<file path="config.mk">
export PLATFORM = sky130hd
export DESIGN_NAME = speech_endpoint_detector
export DESIGN_NICKNAME = d
export VERILOG_FILES = /design/src/design/sed_pkg.sv /design/src/design/speech_endpoint_detector.sv
export SDC_FILE = /design/constraint.sdc
export NUM_CORES = 2
export LEC_CHECK = 0
export BUFFER_PORTS_ARGS = -buffer_cell sky130_fd_sc_hd__buf_2
export CORE_ASPECT_RATIO = 0.6
export CORE_MARGIN = 2
export CORE_UTILIZATION = 40
export CTS_CLUSTER_SIZE = 28
export DETAILED_ROUTE_END_ITERATION = 8
export PLACE_DENSITY = 0.53
export SYNTH_ARGS = -nofsm -noshare
export SYNTH_HDL_FRONTEND = slang
export SYNTH_SLANG_ARGS = --single-unit
</file>
<file path="constraint.sdc">
create_clock -name i_clk -period 14.15 [get_ports i_clk]
set_clock_uncertainty 0.15 [all_clocks]
set_input_delay 2.83 -clock i_clk [delete_from_list [all_inputs] [get_ports i_clk]]
set_output_delay 2.83 -clock i_clk [all_outputs]
set_load 0.02 [all_outputs]
</file>
<file path="src/design/sed_pkg.sv">
// ----------------------------------------------------------------------------
// sed_pkg
// Shared types, widths and reset values for the speech endpoint detector.
// ----------------------------------------------------------------------------
`default_nettype none

package sed_pkg;

    // field widths
    localparam int CMD_W       = 2;
    localparam int SAMPLE_W    = 16;
    localparam int LEN_W       = 19;
    localparam int QUIET_W     = 17;
    localparam int THR_W       = 15;
    localparam int MS_W        = 16;
    localparam int THR_SQ_W    = 2 * THR_W;
    localparam int CFG_IDX_W   = 3;
    localparam int CFG_DATA_W  = 19;

    // stream word widths, padded to whole bytes
    localparam int IN_TDATA_W  = 16;
    localparam int IN_TUSER_W  = 8;
    localparam int OUT_TDATA_W = 40;

    // parameter defaults
    localparam int SAMPLES_PER_MS_DEF = 16;
    localparam int MAX_BLOCK_DEF      = 4096;

    // register reset values
    localparam int LOUD_THRESHOLD_RST = 500;
    localparam int END_SILENCE_RST    = 800;
    localparam int MIN_SPEECH_RST     = 300;
    localparam int MAX_TURN_RST       = 320000;
    localparam int IDLE_RESTART_RST   = 32000;

    // register indexes
    localparam logic [CFG_IDX_W-1:0] REG_LOUD_THRESHOLD = 3'd0;
    localparam logic [CFG_IDX_W-1:0] REG_END_SILENCE    = 3'd1;
    localparam logic [CFG_IDX_W-1:0] REG_MIN_SPEECH     = 3'd2;
    localparam logic [CFG_IDX_W-1:0] REG_MAX_TURN       = 3'd3;
    localparam logic [CFG_IDX_W-1:0] REG_IDLE_RESTART   = 3'd4;

    typedef enum logic [CMD_W-1:0] {
        CMD_SAMPLE = 2'd0,
        CMD_START  = 2'd1,
        CMD_STOP   = 2'd2
    } t_cmd;

endpackage

`default_nettype wire

</file>
<file path="src/design/speech_endpoint_detector.sv">
// ----------------------------------------------------------------------------
// speech_endpoint_detector
// Energy-based end-of-turn detection on a stream of audio samples.
// ----------------------------------------------------------------------------
// Takes one word per clock while the output is not stalled, with no gaps
// between turns or blocks. The sample is squared as its word is accepted into
// the input register. The word is then folded into the running block state
// and, on a block close or a stop, loads the result register, so a result
// passes through the input register and then the result register. The rate
// of one word per cycle is set by the combinational state update: one energy
// add, the threshold squared times count product and its compare, then the
// quiet-time add and the length compares. The squared threshold and the
// minimum turn length in samples are formed when the registers are written,
// so a register write takes effect on the next cycle. The loudness test uses
// the threshold in force when the block closes. A stalled output holds
// the input only when the pending word would produce another result.
// ----------------------------------------------------------------------------
`default_nettype none

module speech_endpoint_detector #(
    parameter int SAMPLES_PER_MS = sed_pkg::SAMPLES_PER_MS_DEF,
    parameter int MAX_BLOCK      = sed_pkg::MAX_BLOCK_DEF
) (
    input  wire logic                              i_clk,
    input  wire logic                              i_rst_n,
    // configuration write port
    input  wire logic                              i_cfg_we,
    input  wire logic [sed_pkg::CFG_IDX_W-1:0]     i_cfg_idx,
    input  wire logic [sed_pkg::CFG_DATA_W-1:0]    i_cfg_data,
    // input stream
    input  wire logic                              s_axis_tvalid,
    output      logic                              s_axis_tready,
    input  wire logic [sed_pkg::IN_TDATA_W-1:0]    s_axis_tdata,  // [15:0] sample
    input  wire logic [sed_pkg::IN_TUSER_W-1:0]    s_axis_tuser,  // [1:0] command
    input  wire logic                              s_axis_tlast,  // block_last
    // result stream
    output      logic                              m_axis_tvalid,
    input  wire logic                              m_axis_tready,
    // [18:0] turn_length, [19] speech_seen, [20] block_loud, [37:21] quiet_time_ms
    output      logic [sed_pkg::OUT_TDATA_W-1:0]   m_axis_tdata,
    output      logic                              m_axis_tlast   // turn_over
);

    import sed_pkg::*;

    localparam int BC_W      = $clog2(MAX_BLOCK + 1);
    localparam int SUB_W     = (SAMPLES_PER_MS > 1) ? $clog2(SAMPLES_PER_MS) : 1;
    localparam int MIN_RAW_W = MS_W + $clog2(SAMPLES_PER_MS + 1);
    localparam int MIN_W     = (MIN_RAW_W > LEN_W) ? MIN_RAW_W : LEN_W + 1;
    localparam int RUN_W     = LEN_W + 1;
    localparam int DLT_W     = 32;
    localparam int ENG_W     = DLT_W + $clog2(MAX_BLOCK);
    localparam int QSUM_W    = QUIET_W + 1;

    // ---------------- configuration ----------------
    logic [THR_SQ_W-1:0] r_thr_sq;
    logic [MS_W-1:0]     r_end_silence;
    logic [MIN_W-1:0]    r_min_samples;
    logic [LEN_W-1:0]    r_max_turn;
    logic [LEN_W-1:0]    r_idle_restart;

    logic [THR_SQ_W-1:0] w_thr_sq;
    logic [MIN_W-1:0]    w_min_samples;

    assign w_thr_sq      = THR_SQ_W'(i_cfg_data[THR_W-1:0]) * THR_SQ_W'(i_cfg_data[THR_W-1:0]);
    assign w_min_samples = MIN_W'(i_cfg_data[MS_W-1:0]) * MIN_W'(SAMPLES_PER_MS);

    always_ff @(posedge i_clk) begin
        if (!i_rst_n) begin
            r_thr_sq       <= THR_SQ_W'(LOUD_THRESHOLD_RST * LOUD_THRESHOLD_RST);
            r_end_silence  <= MS_W'(END_SILENCE_RST);
            r_min_samples  <= MIN_W'(MIN_SPEECH_RST * SAMPLES_PER_MS);
            r_max_turn     <= LEN_W'(MAX_TURN_RST);
            r_idle_restart <= LEN_W'(IDLE_RESTART_RST);
        end else if (i_cfg_we) begin
            unique case (i_cfg_idx)
                REG_LOUD_THRESHOLD: r_thr_sq       <= w_thr_sq;
                REG_END_SILENCE:    r_end_silence  <= i_cfg_data[MS_W-1:0];
                REG_MIN_SPEECH:     r_min_samples  <= w_min_samples;
                REG_MAX_TURN:       r_max_turn     <= i_cfg_data[LEN_W-1:0];
                REG_IDLE_RESTART:   r_idle_restart <= i_cfg_data[LEN_W-1:0];
                default: ;
            endcase
        end
    end

    // ---------------- input register: sample squared ----------------
    logic                    r_b_valid;
    t_cmd                    r_b_cmd;
    logic                    r_b_last;
    logic [DLT_W-1:0]        r_b_sq;

    logic signed [SAMPLE_W-1:0] w_sample;
    logic signed [DLT_W-1:0]    w_sq;
    logic                       w_in_fire;
    logic                       w_c_fire;

    assign w_sample  = $signed(s_axis_tdata[SAMPLE_W-1:0]);
    assign w_sq      = DLT_W'(w_sample) * DLT_W'(w_sample);
    assign w_in_fire = s_axis_tvalid && s_axis_tready;
    assign s_axis_tready = !r_b_valid || w_c_fire;

    always_ff @(posedge i_clk) begin
        if (!i_rst_n) begin
            r_b_valid <= 1'b0;
        end else if (w_in_fire) begin
            r_b_valid <= 1'b1;
        end else if (w_c_fire) begin
            r_b_valid <= 1'b0;
        end
    end

    always_ff @(posedge i_clk) begin
        if (w_in_fire) begin
            r_b_cmd  <= t_cmd'(s_axis_tuser[CMD_W-1:0]);
            r_b_last <= s_axis_tlast;
            r_b_sq   <= $unsigned(w_sq);
        end
    end

    // ---------------- turn state ----------------
    logic                  r_active, n_active;
    logic                  r_heard,  n_heard;
    logic [LEN_W-1:0]      r_turn,   n_turn;
    logic [RUN_W-1:0]      r_run,    n_run;     // turn length plus open block
    logic [QUIET_W-1:0]    r_quiet,  n_quiet;
    logic [ENG_W-1:0]      r_energy, n_energy;  // sum of squares of the open block
    logic [BC_W-1:0]       r_bc,     n_bc;
    logic [BC_W-1:0]       r_ms,     n_ms;      // floor(block count / samples per ms)
    logic [SUB_W-1:0]      r_sub,    n_sub;

    logic                  r_out_valid;
    logic                  r_out_over;
    logic [LEN_W-1:0]      r_out_len;
    logic                  r_out_seen;
    logic                  r_out_loud;
    logic [QUIET_W-1:0]    r_out_quiet;

    logic                  w_emit;
    logic                  w_over;
    logic [LEN_W-1:0]      w_len;
    logic                  w_loud;
    logic                  w_out_free;

    logic [ENG_W-1:0]      w_energy_new;
    logic [ENG_W-1:0]      w_limit;
    logic [BC_W-1:0]       w_bc_new;
    logic [RUN_W-1:0]      w_run_new;
    logic [BC_W-1:0]       w_ms_new;
    logic [SUB_W-1:0]      w_sub_new;
    logic                  w_close;
    logic [LEN_W-1:0]      w_samples;
    logic [QSUM_W-1:0]     w_qsum;
    logic [QUIET_W-1:0]    w_quiet_add;

    assign w_energy_new = r_energy + ENG_W'(r_b_sq);
    assign w_bc_new     = r_bc + BC_W'(1);
    // thr^2 * n against the sum of squares is exact against the floored RMS
    assign w_limit      = ENG_W'(r_thr_sq) * ENG_W'(w_bc_new);
    assign w_run_new    = r_run + RUN_W'(1);
    assign w_close      = r_b_last || (w_bc_new >= BC_W'(MAX_BLOCK))
                          || (w_run_new >= {1'b0, r_max_turn});
    assign w_qsum       = {1'b0, r_quiet} + QSUM_W'(w_ms_new);
    assign w_quiet_add  = w_qsum[QUIET_W] ? {QUIET_W{1'b1}} : w_qsum[QUIET_W-1:0];

    always_comb begin
        if (r_sub == SUB_W'(SAMPLES_PER_MS - 1)) begin
            w_sub_new = '0;
            w_ms_new  = r_ms + BC_W'(1);
        end else begin
            w_sub_new = r_sub + SUB_W'(1);
            w_ms_new  = r_ms;
        end
    end

    always_comb begin
        n_active  = r_active;
        n_heard   = r_heard;
        n_turn    = r_turn;
        n_run     = r_run;
        n_quiet   = r_quiet;
        n_energy  = r_energy;
        n_bc      = r_bc;
        n_ms      = r_ms;
        n_sub     = r_sub;
        w_emit    = 1'b0;
        w_over    = 1'b0;
        w_len     = r_turn;
        w_loud    = 1'b0;
        w_samples = w_run_new[LEN_W-1:0];

        unique case (r_b_cmd)
            CMD_START: begin
                n_active = 1'b1;
                n_heard  = 1'b0;
                n_turn   = '0;
                n_run    = '0;
                n_quiet  = '0;
                n_energy = '0;
                n_bc     = '0;
                n_ms     = '0;
                n_sub    = '0;
            end
            CMD_STOP: begin
                if (r_active) begin
                    w_emit   = 1'b1;
                    w_over   = 1'b1;
                    w_len    = (r_heard && ({{(MIN_W-LEN_W){1'b0}}, r_turn} >= r_min_samples))
                               ? r_turn : '0;
                    n_active = 1'b0;
                    n_run    = {1'b0, r_turn};   // open block dropped
                    n_energy = '0;
                    n_bc     = '0;
                    n_ms     = '0;
                    n_sub    = '0;
                end
            end
            CMD_SAMPLE: begin
                if (r_active) begin
                    if (w_close) begin
                        w_emit = 1'b1;
                        w_loud = (w_energy_new >= w_limit);
                        if (w_loud) begin
                            n_heard = 1'b1;
                            n_quiet = '0;
                        end else if (r_heard) begin
                            n_quiet = w_quiet_add;
                            w_over  = ({{(QUIET_W-MS_W){1'b0}}, r_end_silence} <= w_quiet_add);
                        end else if (w_samples > r_idle_restart) begin
                            w_samples = '0;    // idle restart before any speech
                        end
                        if (w_samples >= r_max_turn) begin
                            w_over = 1'b1;
                        end
                        n_turn   = w_samples;
                        n_run    = {1'b0, w_samples};
                        n_energy = '0;
                        n_bc     = '0;
                        n_ms     = '0;
                        n_sub    = '0;
                        if (w_over) begin
                            n_active = 1'b0;
                            w_len    = (n_heard && ({{(MIN_W-LEN_W){1'b0}}, w_samples}
                                        >= r_min_samples)) ? w_samples : '0;
                        end else begin
                            w_len    = w_samples;
                        end
                    end else begin
                        n_run    = w_run_new;
                        n_energy = w_energy_new;
                        n_bc     = w_bc_new;
                        n_ms     = w_ms_new;
                        n_sub    = w_sub_new;
                    end
                end
            end
            default: ;
        endcase
    end

    assign w_out_free = !r_out_valid || m_axis_tready;
    assign w_c_fire   = r_b_valid && (!w_emit || w_out_free);

    always_ff @(posedge i_clk) begin
        if (!i_rst_n) begin
            r_active <= 1'b0;
            r_heard  <= 1'b0;
            r_turn   <= '0;
            r_run    <= '0;
            r_quiet  <= '0;
            r_energy <= '0;
            r_bc     <= '0;
            r_ms     <= '0;
            r_sub    <= '0;
        end else if (w_c_fire) begin
            r_active <= n_active;
            r_heard  <= n_heard;
            r_turn   <= n_turn;
            r_run    <= n_run;
            r_quiet  <= n_quiet;
            r_energy <= n_energy;
            r_bc     <= n_bc;
            r_ms     <= n_ms;
            r_sub    <= n_sub;
        end
    end

    // ---------------- result register ----------------
    always_ff @(posedge i_clk) begin
        if (!i_rst_n) begin
            r_out_valid <= 1'b0;
        end else if (w_c_fire && w_emit) begin
            r_out_valid <= 1'b1;
        end else if (m_axis_tready) begin
            r_out_valid <= 1'b0;
        end
    end

    always_ff @(posedge i_clk) begin
        if (w_c_fire && w_emit) begin
            r_out_over  <= w_over;
            r_out_len   <= w_len;
            r_out_seen  <= n_heard;
            r_out_loud  <= w_loud;
            r_out_quiet <= n_quiet;
        end
    end

    assign m_axis_tvalid = r_out_valid;
    assign m_axis_tlast  = r_out_over;
    assign m_axis_tdata  = {{(OUT_TDATA_W-LEN_W-QUIET_W-2){1'b0}},
                            r_out_quiet, r_out_loud, r_out_seen, r_out_len};

endmodule

`default_nettype wire
</file>
==> summary.md <==
The number of cells produced by synthesis was 4977; the final period utilization was 93.9%. Based on the critical path, the design can be clocked at up to 75.3 MHz. The die width works out to 433 um.

STA classifies the critical path startpoint as a register. Dividing total power by cell area gives a power density of 175 mW/mm2. Sequential cells were found to cover 15.5% of the synthesized design area.

Max-cap violations in this run came to 0. The initial antenna violation count came out at 5. The run gives 96600 um as the detailed-placement wirelength estimate. For the depth of the CTS H-tree, the log shows 2. The die is 261 um tall.

The tools report the required time of the critical path as 14.43 ns. The first TritonRoute pass finished after 5 iterations. The Yosys step of the flow raised 0 warnings.

The cell that appears most often on the critical path is fa_1. The endpoint identified for the worst register-to-register timing path is r_out_len[6]. The number of distinct library cells after synthesis came out at 77. The via count of the first global-routing pass was 33818. The path class of the lowest-slack min-delay path is register to register.

95 I/O pins were placed. Setup violations remaining at the end of the flow were counted as 0. In this run, the number of DRC markers left after iteration 0 of detailed routing was 2228. The slew at the pin closest to its max-slew limit works out to 1.23 ns.

Entering global routing, the biggest net connects 99 pins. Setup repair after global routing left no endpoint under its margin. The minimum clock period was 13.28 ns. The run finished with clean final reports. Following the worst setup path forward leads to its endpoint at r_out_len[6].

The internal reg-to-reg setup slack came out at 0.87 ns. Once the clock tree was built, the setup fixing pass inserted 0 buffers. After detailed routing, the total wire length is 121000 um. VDD sags by at most 0.299 mV. Global routing used 22.0% of the available tracks. The first global-routing pass estimated 195000 um of wire.

STA classifies the critical path endpoint as a register. The slowest stage of the critical path belongs to the cell xnor2_2. The floorplan step defined a die boundary enclosing 0.113 mm2. After detailed routing, the number of remaining DRC violations is 0. Kind of critical path: register to register. The worst path meets setup with 0.867 ns of slack. The via count was 33416. The initialized floorplan defines 94 standard-cell rows.

The number of buffers inserted by hold repair at cts is 0. In the final layout, the share of cells above drive strength 1 is 4.63%. The worst hold path cell count works out to 2. After synthesis the netlist holds a flip-flop and latch count of 306. The post-layout net count is 6133, and the highest net fanout along the worst path is 19. The post-synth design cell area was 0.0441 mm2.

The synthesized area divided by synthesized cell count is 8.86 um2. After floorplanning, the core was sized to cover 0.109 mm2. Counting flops with an async set or reset pin after synthesis yields a share of 0%. The remaining antenna violation count came out at 0. In this run the deepest clock path goes through 3 buffers. The final weighted congestion of routability-driven global placement is 0.874, and the clock transition time at the flip-flop clock pins of the worst setup and hold paths is 0.06 ns. Counting every sink on the clock net gives 306.

At the worst endpoint, the arrival time is 13.56 ns. The logs give 36 for the total CTS buffers and 0 for the max-slew violation count. The total overflow left after global routing is 0. After routing, the total negative slack on setup checks comes to 0 ns. Measured in cells, the most critical reg-to-reg path has a length of 47. The number of input and output port buffers inserted is 86, and the number of synthesized flops with an enable pin is 73. Launch instance of the worst register-to-register path: r_bc[2].

Worst setup path startpoint: r_bc[2]. For this design the static power due to leakage is 22.7 nW. For the worst-skew pair, the clock arrives at the later sink with an insertion delay of 0.58 ns.

The synthesis-to-finish area growth is 7.25%. In this run the tightest slew margin relative to its limit is 18.3%. The average detailed-routed wire length per instance is 18.7 um. TritonCTS built the clock tree. The cell sitting at the root of the clock tree is a clkbuf_16. The starting utilization of the core area was 40.3%; the delay contributed by the slowest stage of the critical path was 0.72 ns. Among all flip-flop cells after synthesis, the most frequent one is dfxtp_1.

Timing analysis after detailed placement gives a worst setup slack of 0.879 ns. The tools report the number of failing hold endpoints at the final stage as 0. Dividing the detail-routed via count by the number of cells gives 5.18.
power by group:
group	internal, mW	leakage, nW	switching [mW]
clock	0.563	0.586	0.435
combinational	2.59	19.5	3.40
sequential	1.17	2.54	0.0939
synthesized netlist by cell type, types with 11 or more instances:
cell type | instances | area [um2]
o21ai_0 | 141 | 706
a21oi_1 | 307 | 1540
a31oi_1 | 20 | 125
or3_1 | 35 | 219
o21bai_1 | 20 | 150
a221oi_1 | 17 | 149
and3_1 | 35 | 219
nor2b_1 | 56 | 350
nand2b_1 | 34 | 213
o2bb2ai_1 | 17 | 149
a21o_1 | 107 | 803
a211oi_1 | 23 | 173
dfxtp_1 | 233 | 4660
o21a_1 | 31 | 233
and2_1 | 236 | 1480
inv_1 | 793 | 2980
nand2_1 | 684 | 2570
o211ai_1 | 35 | 263
nor3_1 | 26 | 130
a22o_1 | 19 | 166
xor2_1 | 60 | 526
edfxtp_1 | 73 | 2190
nand4_1 | 34 | 213
nor4_1 | 11 | 68.8
nand3_1 | 120 | 601
ha_1 | 463 | 5790
a22oi_1 | 13 | 97.6
nor2_1 | 181 | 679
xnor2_1 | 127 | 1110
clkbuf_1 | 206 | 773
fa_1 | 682 | 13700
o31ai_1 | 12 | 90.1
cell families (layout without fill, tap and decap cells):
logic type	count (synthesis)	count (layout)	share of synthesized area, %
AOI/OAI and AO/OA	822	822	11.8
xor gates and xnor gates	187	187	3.71
adders and majority gates	1145	1145	44.1
buffers and inverters	1015	992	8.70
DFF	306	306	15.5
muxes	6	6	0.147
other	2	15	0.0170
and+or+nand+nor	1494	1494	16.0
worst max-delay path: cells and delay by family, from the launching register on:
family          cells  cell delay, ns
buf+inv             8            1.32
xor+xnor            1            0.72
fa+ha+maj           8            3.07
simple gates       15            3.03
flops               1            0.50
compound gates     15            4.30
state kept, by name, indices dropped and copies added (netlist names), 2 cells and up:
signal,cells
r_energy,44
r_b_sq,31
r_thr_sq,29
r_run,20
r_idle_restart,19
r_max_turn,19
r_out_len,19
r_turn,19
r_out_quiet,17
r_quiet,17
r_end_silence,16
r_min_samples,16
r_bc,13
r_ms,13
r_sub,4
r_b_cmd,2
per-stage QoR:
stage	std cells	instance area (um2)	utilization, %	hold WS (ns)	total power [mW]
after CTS	6452	47300	43.2	0.305	8.33
after global placement	6386	46100	42.1	0.290	7.22
after global routing	6452	47300	43.2	0.315	9.24
final	6455	47300	43.2	0.303	8.26
after detailed placement	6386	46100	42.1	0.296	7.27
after floorplan	4987	44100	-	0.282	5.87
routing by layer:
metal  routed length, um  up-vias  track usage (%)
met3                9690       86             5.07
met4                1390        0             2.69
met2               46200      859             29.7
met1               63700    16500             35.7
met5                   0        -                0
li1                    -    15971                -
placed cells by master (no fill, tap or decap), types with 30 or more instances in the layout:
cell type	Yosys	layout
a21oi_1	307	307
ha_1	463	463
o21a_1	31	30
and2_1	236	235
xor2_1	60	54
xnor2_1	127	122
nand4_1	34	34
or3_1	35	35
edfxtp_1	73	73
fa_1	682	682
buf_4	5	44
nand3_1	120	120
clkbuf_16	0	37
inv_1	793	793
o21ai_0	141	141
nor2b_1	56	56
buf_2	3	86
o211ai_1	35	35
and3_1	35	35
nand2b_1	34	34
dfxtp_1	233	233
nor2_1	181	179
a21o_1	107	107
nand2_1	684	684
how the worst min path moves through the flow:
stage                  endpoint        startpoint  slack [ns]
2_1_floorplan           r_bc[7]           r_bc[7]        0.28
3_3_place_gp            r_bc[7]           r_bc[7]        0.29
3_5_place_dp   r_min_samples[8]  r_min_samples[8]        0.30
4_1_cts        r_min_samples[8]  r_min_samples[8]        0.30
5_1_grt                 r_bc[7]           r_bc[7]        0.32
6_report       r_min_samples[8]  r_min_samples[8]        0.30
final cells by class:
cell class,instances,area [um2]
fillers,10895,62200
multi-input cells,3666,33600
flip-flops and latches,306,6860
inverters,795,2990
well taps,1488,1860
clock buffers,41,951
repair buffers,131,781
clock inverters,25,260
diodes,3,7.51
timing repair:
item | CTS | global route
setup endpoints to repair | 0 | 20
gates resized for setup | 0 | 1
hold endpoints to repair | 0 | 0
Note: power is estimated with default switching activity, not from simulation.
